**src/rtl/core/ifx_pkg.sv**
```systemverilog
// Shared types, character codes and constants for the infix four-operator evaluator.
package ifx_pkg;

    localparam int VALUE_WIDTH_DEF = 32;
    localparam int CHAR_WIDTH      = 8;
    localparam int VAL_OUT_WIDTH   = 32;
    localparam int STATUS_WIDTH    = 2;
    localparam int M_TDATA_WIDTH   = 40;
    localparam int M_PAD_WIDTH     = M_TDATA_WIDTH - VAL_OUT_WIDTH - STATUS_WIDTH;

    localparam logic [CHAR_WIDTH-1:0] CH_PLUS  = 8'h2B;
    localparam logic [CHAR_WIDTH-1:0] CH_MINUS = 8'h2D;
    localparam logic [CHAR_WIDTH-1:0] CH_STAR  = 8'h2A;
    localparam logic [CHAR_WIDTH-1:0] CH_SLASH = 8'h2F;
    localparam logic [CHAR_WIDTH-1:0] CH_ZERO  = 8'h30;
    localparam logic [CHAR_WIDTH-1:0] CH_NINE  = 8'h39;

    localparam int DECIMAL_BASE = 10;

    typedef enum logic [1:0] {
        OP_ADD = 2'd0,
        OP_SUB = 2'd1,
        OP_MUL = 2'd2,
        OP_DIV = 2'd3
    } op_t;

    typedef enum logic [STATUS_WIDTH-1:0] {
        ST_OK    = 2'd0,
        ST_DIV0  = 2'd1,
        ST_OVFL  = 2'd2,
        ST_RSVD  = 2'd3
    } status_t;

    // error flag bit positions
    localparam int ERR_DIV0 = 0;
    localparam int ERR_OVFL = 1;

    // request from the sequencer to the shared multiply/divide unit
    typedef struct packed {
        logic start;
        logic is_div;
    } ifx_req_t;

endpackage

```
**src/rtl/core/ifx_muldiv.sv**
```systemverilog
// Iterative multiply / signed divide unit built around one shared adder.
module ifx_muldiv #(
    parameter int WIDTH = ifx_pkg::VALUE_WIDTH_DEF
) (
    input  logic             clk,
    input  logic             rst_n,
    input  ifx_pkg::ifx_req_t req,
    input  logic [WIDTH-1:0] a,
    input  logic [WIDTH-1:0] b,
    output logic             done,
    output logic [WIDTH-1:0] result
);
    import ifx_pkg::*;

    localparam int CW = $clog2(WIDTH);
    localparam logic [CW-1:0] CNT_LAST = CW'(WIDTH - 1);

    typedef enum logic [2:0] {
        U_IDLE = 3'b001,
        U_RUN  = 3'b010,
        U_FIX  = 3'b100
    } ustate_t;

    ustate_t          state_reg, state_next;
    logic [CW-1:0]    cnt_reg, cnt_next;
    logic [WIDTH-1:0] acc_reg, acc_next;
    logic [WIDTH-1:0] x_reg, x_next;
    logic [WIDTH-1:0] y_reg, y_next;
    logic             div_reg, div_next;
    logic             neg_reg, neg_next;
    logic             done_reg, done_next;
    logic [WIDTH-1:0] res_reg, res_next;

    logic [WIDTH:0]   op_a, op_b;
    logic             sub;
    logic [WIDTH+1:0] sum;
    logic             no_borrow;
    logic [WIDTH-1:0] abs_a, abs_b;

    // the one shared adder: A + B, or A - B with carry out meaning A >= B
    assign sum = {1'b0, op_a} + {1'b0, (sub ? ~op_b : op_b)} + (WIDTH+2)'(sub);
    assign no_borrow = sum[WIDTH+1];

    assign abs_a = (a ^ {WIDTH{a[WIDTH-1]}}) + WIDTH'(a[WIDTH-1]);
    assign abs_b = (b ^ {WIDTH{b[WIDTH-1]}}) + WIDTH'(b[WIDTH-1]);

    always_comb
    begin
        state_next = state_reg;
        cnt_next   = cnt_reg;
        acc_next   = acc_reg;
        x_next     = x_reg;
        y_next     = y_reg;
        div_next   = div_reg;
        neg_next   = neg_reg;
        res_next   = res_reg;
        done_next  = 1'b0;
        op_a       = '0;
        op_b       = '0;
        sub        = 1'b0;
        case (state_reg)
            U_IDLE:
            begin
                if (req.start)
                begin
                    div_next   = req.is_div;
                    acc_next   = '0;
                    cnt_next   = '0;
                    neg_next   = a[WIDTH-1] ^ b[WIDTH-1];
                    x_next     = req.is_div ? abs_a : a;
                    y_next     = req.is_div ? abs_b : b;
                    state_next = U_RUN;
                end
            end
            U_RUN:
            begin
                if (div_reg)
                begin
                    // restoring step: shift in next dividend bit, try subtract
                    op_a     = {acc_reg, x_reg[WIDTH-1]};
                    op_b     = {1'b0, y_reg};
                    sub      = 1'b1;
                    acc_next = no_borrow ? sum[WIDTH-1:0] : op_a[WIDTH-1:0];
                    x_next   = {x_reg[WIDTH-2:0], no_borrow};
                end
                else
                begin
                    // shift-add step, product kept modulo 2^WIDTH
                    op_a     = {1'b0, acc_reg};
                    op_b     = y_reg[0] ? {1'b0, x_reg} : '0;
                    acc_next = sum[WIDTH-1:0];
                    x_next   = {x_reg[WIDTH-2:0], 1'b0};
                    y_next   = {1'b0, y_reg[WIDTH-1:1]};
                end
                cnt_next = cnt_reg + CW'(1);
                if (cnt_reg == CNT_LAST)
                begin
                    state_next = U_FIX;
                end
            end
            U_FIX:
            begin
                // negate the quotient when the operand signs differ
                op_b       = {1'b0, x_reg};
                sub        = 1'b1;
                res_next   = div_reg ? (neg_reg ? sum[WIDTH-1:0] : x_reg) : acc_reg;
                done_next  = 1'b1;
                state_next = U_IDLE;
            end
            default:
            begin
                state_next = U_IDLE;
            end
        endcase
    end

    always_ff @(posedge clk or negedge rst_n)
    begin
        if (!rst_n)
        begin
            state_reg <= U_IDLE;
            done_reg  <= 1'b0;
            cnt_reg   <= '0;
            div_reg   <= 1'b0;
            neg_reg   <= 1'b0;
        end
        else
        begin
            state_reg <= state_next;
            done_reg  <= done_next;
            cnt_reg   <= cnt_next;
            div_reg   <= div_next;
            neg_reg   <= neg_next;
        end
    end

    always_ff @(posedge clk)
    begin
        acc_reg <= acc_next;
        x_reg   <= x_next;
        y_reg   <= y_next;
        res_reg <= res_next;
    end

    assign done   = done_reg;
    assign result = res_reg;

endmodule

```
**src/rtl/core/infix_four_op_evaluator.sv**
```systemverilog
// Top level of the character-serial infix four-operator expression evaluator.
//
//  channel | direction | tdata (low bit up)                  | tuser | tlast
//  --------+-----------+-------------------------------------+-------+------------
//  s_*     | in        | char_code[7:0]                      | -     | end_of_expr
//  m_*     | out       | value[31:0], status[33:32], 0 pad   | -     | -
//
//  Digit and ignored characters are accepted (S_IDLE), then decoded (S_DECODE).
//  '+' / '-', and '/' by zero, are then applied in S_APPLY; '*' and '/' also wait in
//  S_WAIT on the bit-serial multiply/divide unit.
//  A last word adds one more apply pass plus a sum step (S_SUM) before the result shows.
//  Reset (rst_n low, asynchronous) clears all expression state; no clearing pass.
//  s_tready is low while a word is in work and while the result waits on m_tready.
module infix_four_op_evaluator #(
    parameter int VALUE_WIDTH = ifx_pkg::VALUE_WIDTH_DEF
) (
    input  logic                                clk,
    input  logic                                rst_n,
    input  logic                                s_tvalid,
    output logic                                s_tready,
    input  logic [ifx_pkg::CHAR_WIDTH-1:0]      s_tdata,   // [7:0] char_code
    input  logic                                s_tlast,   // end_of_expr
    output logic                                m_tvalid,
    input  logic                                m_tready,
    output logic [ifx_pkg::M_TDATA_WIDTH-1:0]   m_tdata    // [31:0] value, [33:32] status
);
    import ifx_pkg::*;

    localparam int W = VALUE_WIDTH;
    // largest number a digit run may build
    localparam logic [W+3:0] NMAX_X = (W+4)'({(W-1){1'b1}});
    localparam logic [W-1:0] NMAX   = W'({(W-1){1'b1}});

    typedef enum logic [5:0] {
        S_IDLE   = 6'b000001,
        S_DECODE = 6'b000010,
        S_APPLY  = 6'b000100,
        S_WAIT   = 6'b001000,
        S_SUM    = 6'b010000,
        S_OUT    = 6'b100000
    } state_t;

    state_t                 state_reg, state_next;
    logic [CHAR_WIDTH-1:0]  chr_reg;
    logic                   last_reg, last_next;
    logic                   fin_reg, fin_next;
    op_t                    nop_reg, nop_next;
    op_t                    pend_reg, pend_next;
    logic [W-1:0]           accum_reg, accum_next;
    logic [W-1:0]           sum_reg, sum_next;
    logic [W-1:0]           term_reg, term_next;
    logic [1:0]             flags_reg, flags_next;
    logic [VAL_OUT_WIDTH-1:0] value_reg, value_next;
    status_t                status_reg, status_next;

    ifx_req_t               md_req;
    logic                   md_done;
    logic [W-1:0]           md_result;

    logic                   is_digit;
    logic [3:0]             digit;
    logic [W+3:0]           times10;
    logic                   apply_done;
    logic signed [W-1:0]    total;

    assign is_digit = chr_reg inside {[CH_ZERO:CH_NINE]};
    assign digit    = 4'(chr_reg - CH_ZERO);
    // accum * 10 + d, wide enough that the compare against the max is exact
    assign times10  = {1'b0, accum_reg, 3'b000} + {3'b000, accum_reg, 1'b0}
                      + (W+4)'(digit);
    assign total    = signed'(sum_reg + term_reg);

    always_comb
    begin
        md_req.start  = (state_reg == S_APPLY)
                        && ((pend_reg == OP_MUL)
                            || ((pend_reg == OP_DIV) && (accum_reg != '0)));
        md_req.is_div = (pend_reg == OP_DIV);
    end

    ifx_muldiv #(
        .WIDTH (W)
    ) u_muldiv (
        .clk    (clk),
        .rst_n  (rst_n),
        .req    (md_req),
        .a      (term_reg),
        .b      (accum_reg),
        .done   (md_done),
        .result (md_result)
    );

    always_comb
    begin
        state_next  = state_reg;
        last_next   = last_reg;
        fin_next    = fin_reg;
        nop_next    = nop_reg;
        pend_next   = pend_reg;
        accum_next  = accum_reg;
        sum_next    = sum_reg;
        term_next   = term_reg;
        flags_next  = flags_reg;
        value_next  = value_reg;
        status_next = status_reg;
        apply_done  = 1'b0;

        case (state_reg)
            S_IDLE:
            begin
                if (s_tvalid)
                begin
                    last_next  = s_tlast;
                    state_next = S_DECODE;
                end
            end
            S_DECODE:
            begin
                // on the last word the final pass folds the number as by '+'
                fin_next   = last_reg;
                nop_next   = OP_ADD;
                state_next = last_reg ? S_APPLY : S_IDLE;
                if (is_digit)
                begin
                    if (times10 > NMAX_X)
                    begin
                        accum_next           = NMAX;
                        flags_next[ERR_OVFL] = 1'b1;
                    end
                    else
                    begin
                        accum_next = times10[W-1:0];
                    end
                end
                else
                begin
                    case (chr_reg)
                        CH_PLUS:
                        begin
                            fin_next   = 1'b0;
                            nop_next   = OP_ADD;
                            state_next = S_APPLY;
                        end
                        CH_MINUS:
                        begin
                            fin_next   = 1'b0;
                            nop_next   = OP_SUB;
                            state_next = S_APPLY;
                        end
                        CH_STAR:
                        begin
                            fin_next   = 1'b0;
                            nop_next   = OP_MUL;
                            state_next = S_APPLY;
                        end
                        CH_SLASH:
                        begin
                            fin_next   = 1'b0;
                            nop_next   = OP_DIV;
                            state_next = S_APPLY;
                        end
                        default:
                        begin
                            // ignored character: state untouched
                        end
                    endcase
                end
            end
            S_APPLY:
            begin
                case (pend_reg)
                    OP_ADD:
                    begin
                        sum_next   = sum_reg + term_reg;
                        term_next  = accum_reg;
                        apply_done = 1'b1;
                    end
                    OP_SUB:
                    begin
                        sum_next   = sum_reg + term_reg;
                        term_next  = W'(0) - accum_reg;
                        apply_done = 1'b1;
                    end
                    OP_MUL:
                    begin
                        state_next = S_WAIT;
                    end
                    OP_DIV:
                    begin
                        if (accum_reg == '0)
                        begin
                            term_next            = '0;
                            flags_next[ERR_DIV0] = 1'b1;
                            apply_done           = 1'b1;
                        end
                        else
                        begin
                            state_next = S_WAIT;
                        end
                    end
                    default:
                    begin
                        apply_done = 1'b1;
                    end
                endcase
            end
            S_WAIT:
            begin
                if (md_done)
                begin
                    term_next  = md_result;
                    apply_done = 1'b1;
                end
            end
            S_SUM:
            begin
                // sign-extend or truncate to the output width, then clear
                value_next  = VAL_OUT_WIDTH'(total);
                status_next = flags_reg[ERR_DIV0] ? ST_DIV0
                            : (flags_reg[ERR_OVFL] ? ST_OVFL : ST_OK);
                accum_next  = '0;
                pend_next   = OP_ADD;
                sum_next    = '0;
                term_next   = '0;
                flags_next  = '0;
                fin_next    = 1'b0;
                last_next   = 1'b0;
                state_next  = S_OUT;
            end
            S_OUT:
            begin
                if (m_tready)
                begin
                    state_next = S_IDLE;
                end
            end
            default:
            begin
                state_next = S_IDLE;
            end
        endcase

        // common tail of every operator application
        if (apply_done)
        begin
            pend_next  = nop_reg;
            accum_next = '0;
            if (fin_reg)
            begin
                state_next = S_SUM;
            end
            else if (last_reg)
            begin
                fin_next   = 1'b1;
                nop_next   = OP_ADD;
                state_next = S_APPLY;
            end
            else
            begin
                state_next = S_IDLE;
            end
        end
    end

    always_ff @(posedge clk or negedge rst_n)
    begin
        if (!rst_n)
        begin
            state_reg <= S_IDLE;
            last_reg  <= 1'b0;
            fin_reg   <= 1'b0;
            nop_reg   <= OP_ADD;
            pend_reg  <= OP_ADD;
            accum_reg <= '0;
            sum_reg   <= '0;
            term_reg  <= '0;
            flags_reg <= '0;
        end
        else
        begin
            state_reg <= state_next;
            last_reg  <= last_next;
            fin_reg   <= fin_next;
            nop_reg   <= nop_next;
            pend_reg  <= pend_next;
            accum_reg <= accum_next;
            sum_reg   <= sum_next;
            term_reg  <= term_next;
            flags_reg <= flags_next;
        end
    end

    // payload registers: capture the character, hold the result word
    always_ff @(posedge clk)
    begin
        if (state_reg == S_IDLE)
        begin
            chr_reg <= s_tdata;
        end
        value_reg  <= value_next;
        status_reg <= status_next;
    end

    assign s_tready = (state_reg == S_IDLE);
    assign m_tvalid = (state_reg == S_OUT);
    assign m_tdata  = {{M_PAD_WIDTH{1'b0}}, status_reg, value_reg};

endmodule

```
**config.mk**
```make
export PLATFORM = sky130hd
export DESIGN_NAME = infix_four_op_evaluator
export DESIGN_NICKNAME = d
export VERILOG_FILES = /design/src/rtl/core/ifx_pkg.sv /design/src/rtl/core/ifx_muldiv.sv /design/src/rtl/core/infix_four_op_evaluator.sv
export SDC_FILE = /design/constraint.sdc
export NUM_CORES = 1
export LEC_CHECK = 0
export ABC_CLOCK_PERIOD_IN_PS = 8200
export CORE_MARGIN = 5
export CORE_UTILIZATION = 30
export CTS_BUF_LIST = sky130_fd_sc_hd__clkbuf_16
export DETAILED_ROUTE_END_ITERATION = 8
export DONT_BUFFER_PORTS = 1
export PLACE_DENSITY = 0.49
export SLEW_MARGIN = 40
export SYNTH_ARGS = -nofsm -noshare
export SYNTH_HDL_FRONTEND = slang
export SYNTH_SLANG_ARGS = --single-unit
```
**constraint.sdc**
```tcl
create_clock -name clk -period 8.2 [get_ports clk]
set_clock_uncertainty 0.1 [all_clocks]
set_input_delay 0.82 -clock clk [delete_from_list [all_inputs] [get_ports clk]]
set_output_delay 0.82 -clock clk [all_outputs]
set_load 0.05 [all_outputs]
```
==> impl_results.rst <==
.. list-table::
   :header-rows: 1

   * - Metric
     - Value
   * - Result of the run
     - finished, final reports clean
   * - Static Leakage
     - 9.52 nW
   * - Insertion delay of the later-clocked pin in the worst-skew pair
     - 0.56 ns
   * - GRT Util Overall
     - 16.7%
   * - Class of the most critical hold timing path
     - in -> async
   * - Via-to-Cell Ratio
     - 5.42
   * - TritonCTS buffer count
     - 36
   * - Final Critical Period
     - 5.53 ns
   * - Worst setup path category
     - reg -> reg
   * - IO Port Bufs
     - 0
   * - Max rail drop VDD
     - 0.120 mV
   * - Clock-pin slew of the registers on the worst-case setup and hold paths
     - 0.06 ns
   * - Number of enable flip-flop cells after synthesis
     - 170
   * - Global placement routability congestion
     - 0.906
   * - CTS tree
     - done
   * - Starting Density
     - 30.1%
   * - Die Outline Area
     - 78500 um^2
   * - Finished layout cell area
     - 24100 um^2
   * - Wire length of the first global-routing pass
     - 106000 um
   * - Rows
     - 99
   * - Gr ovfl total
     - 0
   * - Main flop type after synthesis
     - edfxtp_1
   * - Arrival time at the worst endpoint
     - 5.84 ns
   * - H-tree depth
     - 2
   * - Pin count of the biggest net entering global routing
     - 120
   * - Total power draw
     - 5.69 mW
   * - Metal3 WL
     - 3100 um
   * - Setup TNS
     - 0 ns
   * - Top Ports
     - 55
   * - Via count of the first global-routing pass
     - 17507
   * - Register bit total from synthesis
     - 291
   * - Setup crit end kind
     - register
   * - Antenna fix cells
     - 0
   * - Highest metal used
     - met4
   * - Required time of the critical path
     - 8.51 ns
   * - Post-CTS Repair Setup Buffers
     - 0
   * - Detail Placement HPWL
     - 48400 um
   * - Worst hold margin
     - 0.148 ns
   * - Reg-to-reg startpoint
     - u_muldiv.state_reg[0]
   * - Drt pass-1 iters
     - 8
   * - Share of synthesized flip-flops with an asynchronous set or reset
     - 41.6%
   * - Clock Root Buffer
     - clkbuf_16
   * - Wire length on met2
     - 31400 um
   * - Final period utilization
     - 67.5%
   * - Total of endpoints with negative setup slack in the final report
     - 0
   * - Wirelength per Cell
     - 19.7 um
   * - Startpoint Class
     - register
   * - Yosys warning total
     - 0
   * - Commonest non-fill, non-tap cells in the layout
     - 325 x nor2_1, 299 x a21oi_1, 243 x nand2_1
   * - Area growth from synthesis to final layout
     - 9.98%
   * - DRC errors left
     - 0
   * - Number of nets at the end of the flow
     - 2588
   * - Post-detailed-placement cell area
     - 22700 um^2
   * - Worst rel slew slack
     - 46.1%
   * - Actual transition at the worst max-transition pin
     - 0.806 ns
   * - Placeable core region
     - 72700 um^2
   * - Register area share after synthesis
     - 37.1%
   * - CP max FO
     - 63
   * - Vias after detailed routing
     - 18566
   * - Critical path origin
     - u_muldiv.state_reg[0]
   * - Max clock buf depth
     - 3
   * - F_max
     - 0.181 GHz
   * - Final antenna-violating net count
     - 0
   * - Gate Count Post-Synth
     - 2542
   * - Initial antenna violation count
     - 0
   * - Post-CTS sizing
     - 0
   * - Maxcap violations
     - 0
   * - Total wire length
     - 67500 um
   * - Layout Utilization
     - 33.1%
   * - Starting DRT DRC Count
     - 1566
   * - Final hold violation count
     - 0
   * - Max Slew Vio Count
     - 0
   * - Die width
     - 280 um
   * - Die height
     - 280 um
   * - Setup repair after global routing missed its margin
     - no
   * - Total routed wire length on the met1 layer
     - 31600 um
   * - Unique masters post-synth
     - 84
   * - Netlist Area Pre-Place
     - 21900 um^2
   * - Fraction of final layout cells sized beyond drive strength 1
     - 5.31%
   * - Most common cell after layout, fill and taps aside
     - nor2_1
   * - Mean instance size in the synthesized netlist
     - 8.62 um^2
   * - Total clock sinks
     - 291
   * - Power per cell area
     - 236 nW/um^2
## final timing paths
kind                                             end  slack [ns]  cells after the start
worst min-delay path                        last_reg        0.15                      1
worst max register to register  u_muldiv.acc_reg[27]        2.67                     17
worst min register to register           sum_reg[31]        0.39                      1
worst max-delay path            u_muldiv.acc_reg[27]        2.67                     17
min in group clk                          chr_reg[7]        0.26                      0
max in group asynchronous               state_reg[0]        7.10                      1
## cell usage after synthesis (26+ instances only)
| master | n | area share [%] |
|---|---|---|
| nor3_1 | 39 | 0.89 |
| o22ai_1 | 36 | 1.0 |
| o21ai_1 | 49 | 1.1 |
| xnor2_1 | 148 | 5.9 |
| nand2b_1 | 30 | 0.86 |
| and3_1 | 26 | 0.74 |
| a21oi_1 | 299 | 6.8 |
| o21ai_0 | 85 | 1.9 |
| nor2_1 | 328 | 5.6 |
| xor2_1 | 50 | 2.0 |
| edfxtp_1 | 170 | 23 |
| inv_1 | 40 | 0.69 |
| a221oi_1 | 36 | 1.4 |
| mux2i_1 | 87 | 4.0 |
| dfrtp_1 | 119 | 14 |
| nand2_1 | 245 | 4.2 |
| nand3_1 | 63 | 1.4 |
| clkbuf_1 | 140 | 2.4 |
| a31oi_1 | 43 | 1.2 |
| a21o_1 | 52 | 1.8 |
| ha_1 | 134 | 7.7 |
## per-layer routing
layer | vias to the layer above | GRT usage (%)
li1 | 8988 | -
met1 | 9053 | 23.8
met2 | 440 | 27.2
met3 | 85 | 2.04
met4 | 0 | 4.00
met5 | - | 0
## layout make-up
class | instances | area (um^2)
Sequential cell | 291 | 8150
Clock inverter | 29 | 358
Clock buffer | 37 | 926
Timing Repair Buffer | 33 | 315
Tap cell | 959 | 1200
Fill cell | 7499 | 48600
Inverter | 42 | 158
Multi-Input combinational cell | 2033 | 13000
## what timing repair did
action / CTS / global route
hold buffers: 2 / 0
endpoints found under the setup margin: 0 / 0
endpoints found under the hold margin: 119 / 0
## worst max-delay path, cell delays in order, from the launching register on
cell and delay, ns:
dfstp_2 0.61, or2_2 0.15, buf_4 0.54, a21oi_1 0.13, a21oi_1 0.15, o22ai_1 0.10
ha_1 0.37, nand2_1 0.10, or3_1 0.38, or4_1 0.42, o21ai_2 0.29, o211ai_2 0.20
a2111oi_4 0.43, o41ai_2 0.16, a211oi_4 0.20, buf_4 0.54, mux2_2 0.40, nor2_1 0.08
## report_power, final
part           internal (mW)  switching, mW  leakage [nW]
clock                   1.08          0.687         0.648
combinational          0.716           1.04          5.70
sequential              1.80          0.367          3.17
## logic make-up (layout without fill, tap and decap cells)
| kind of cell | after synthesis | in the layout | share of synthesized area, % |
|---|---|---|---|
| multiplexers | 96 | 96 | 4.44 |
| adder cells (fa/ha/maj) | 138 | 138 | 8.02 |
| flip-flops | 291 | 291 | 37.1 |
| XOR/XNOR | 198 | 198 | 7.92 |
| other | 1 | 6 | 0.0171 |
| buffers and inverters | 223 | 141 | 4.03 |
| AO/OA/AOI/OAI | 740 | 740 | 20.7 |
| AND/OR/NAND/NOR | 855 | 855 | 17.8 |
## metrics by stage
stage,std cells,worst slack [ns]
floorplan,2547,2.89
global placement,3353,2.60
detailed placement,3355,2.63
CTS,3423,2.60
global route,3424,2.29
finish,3424,2.67
No activity file was read; power rests on OpenSTA's default activity.
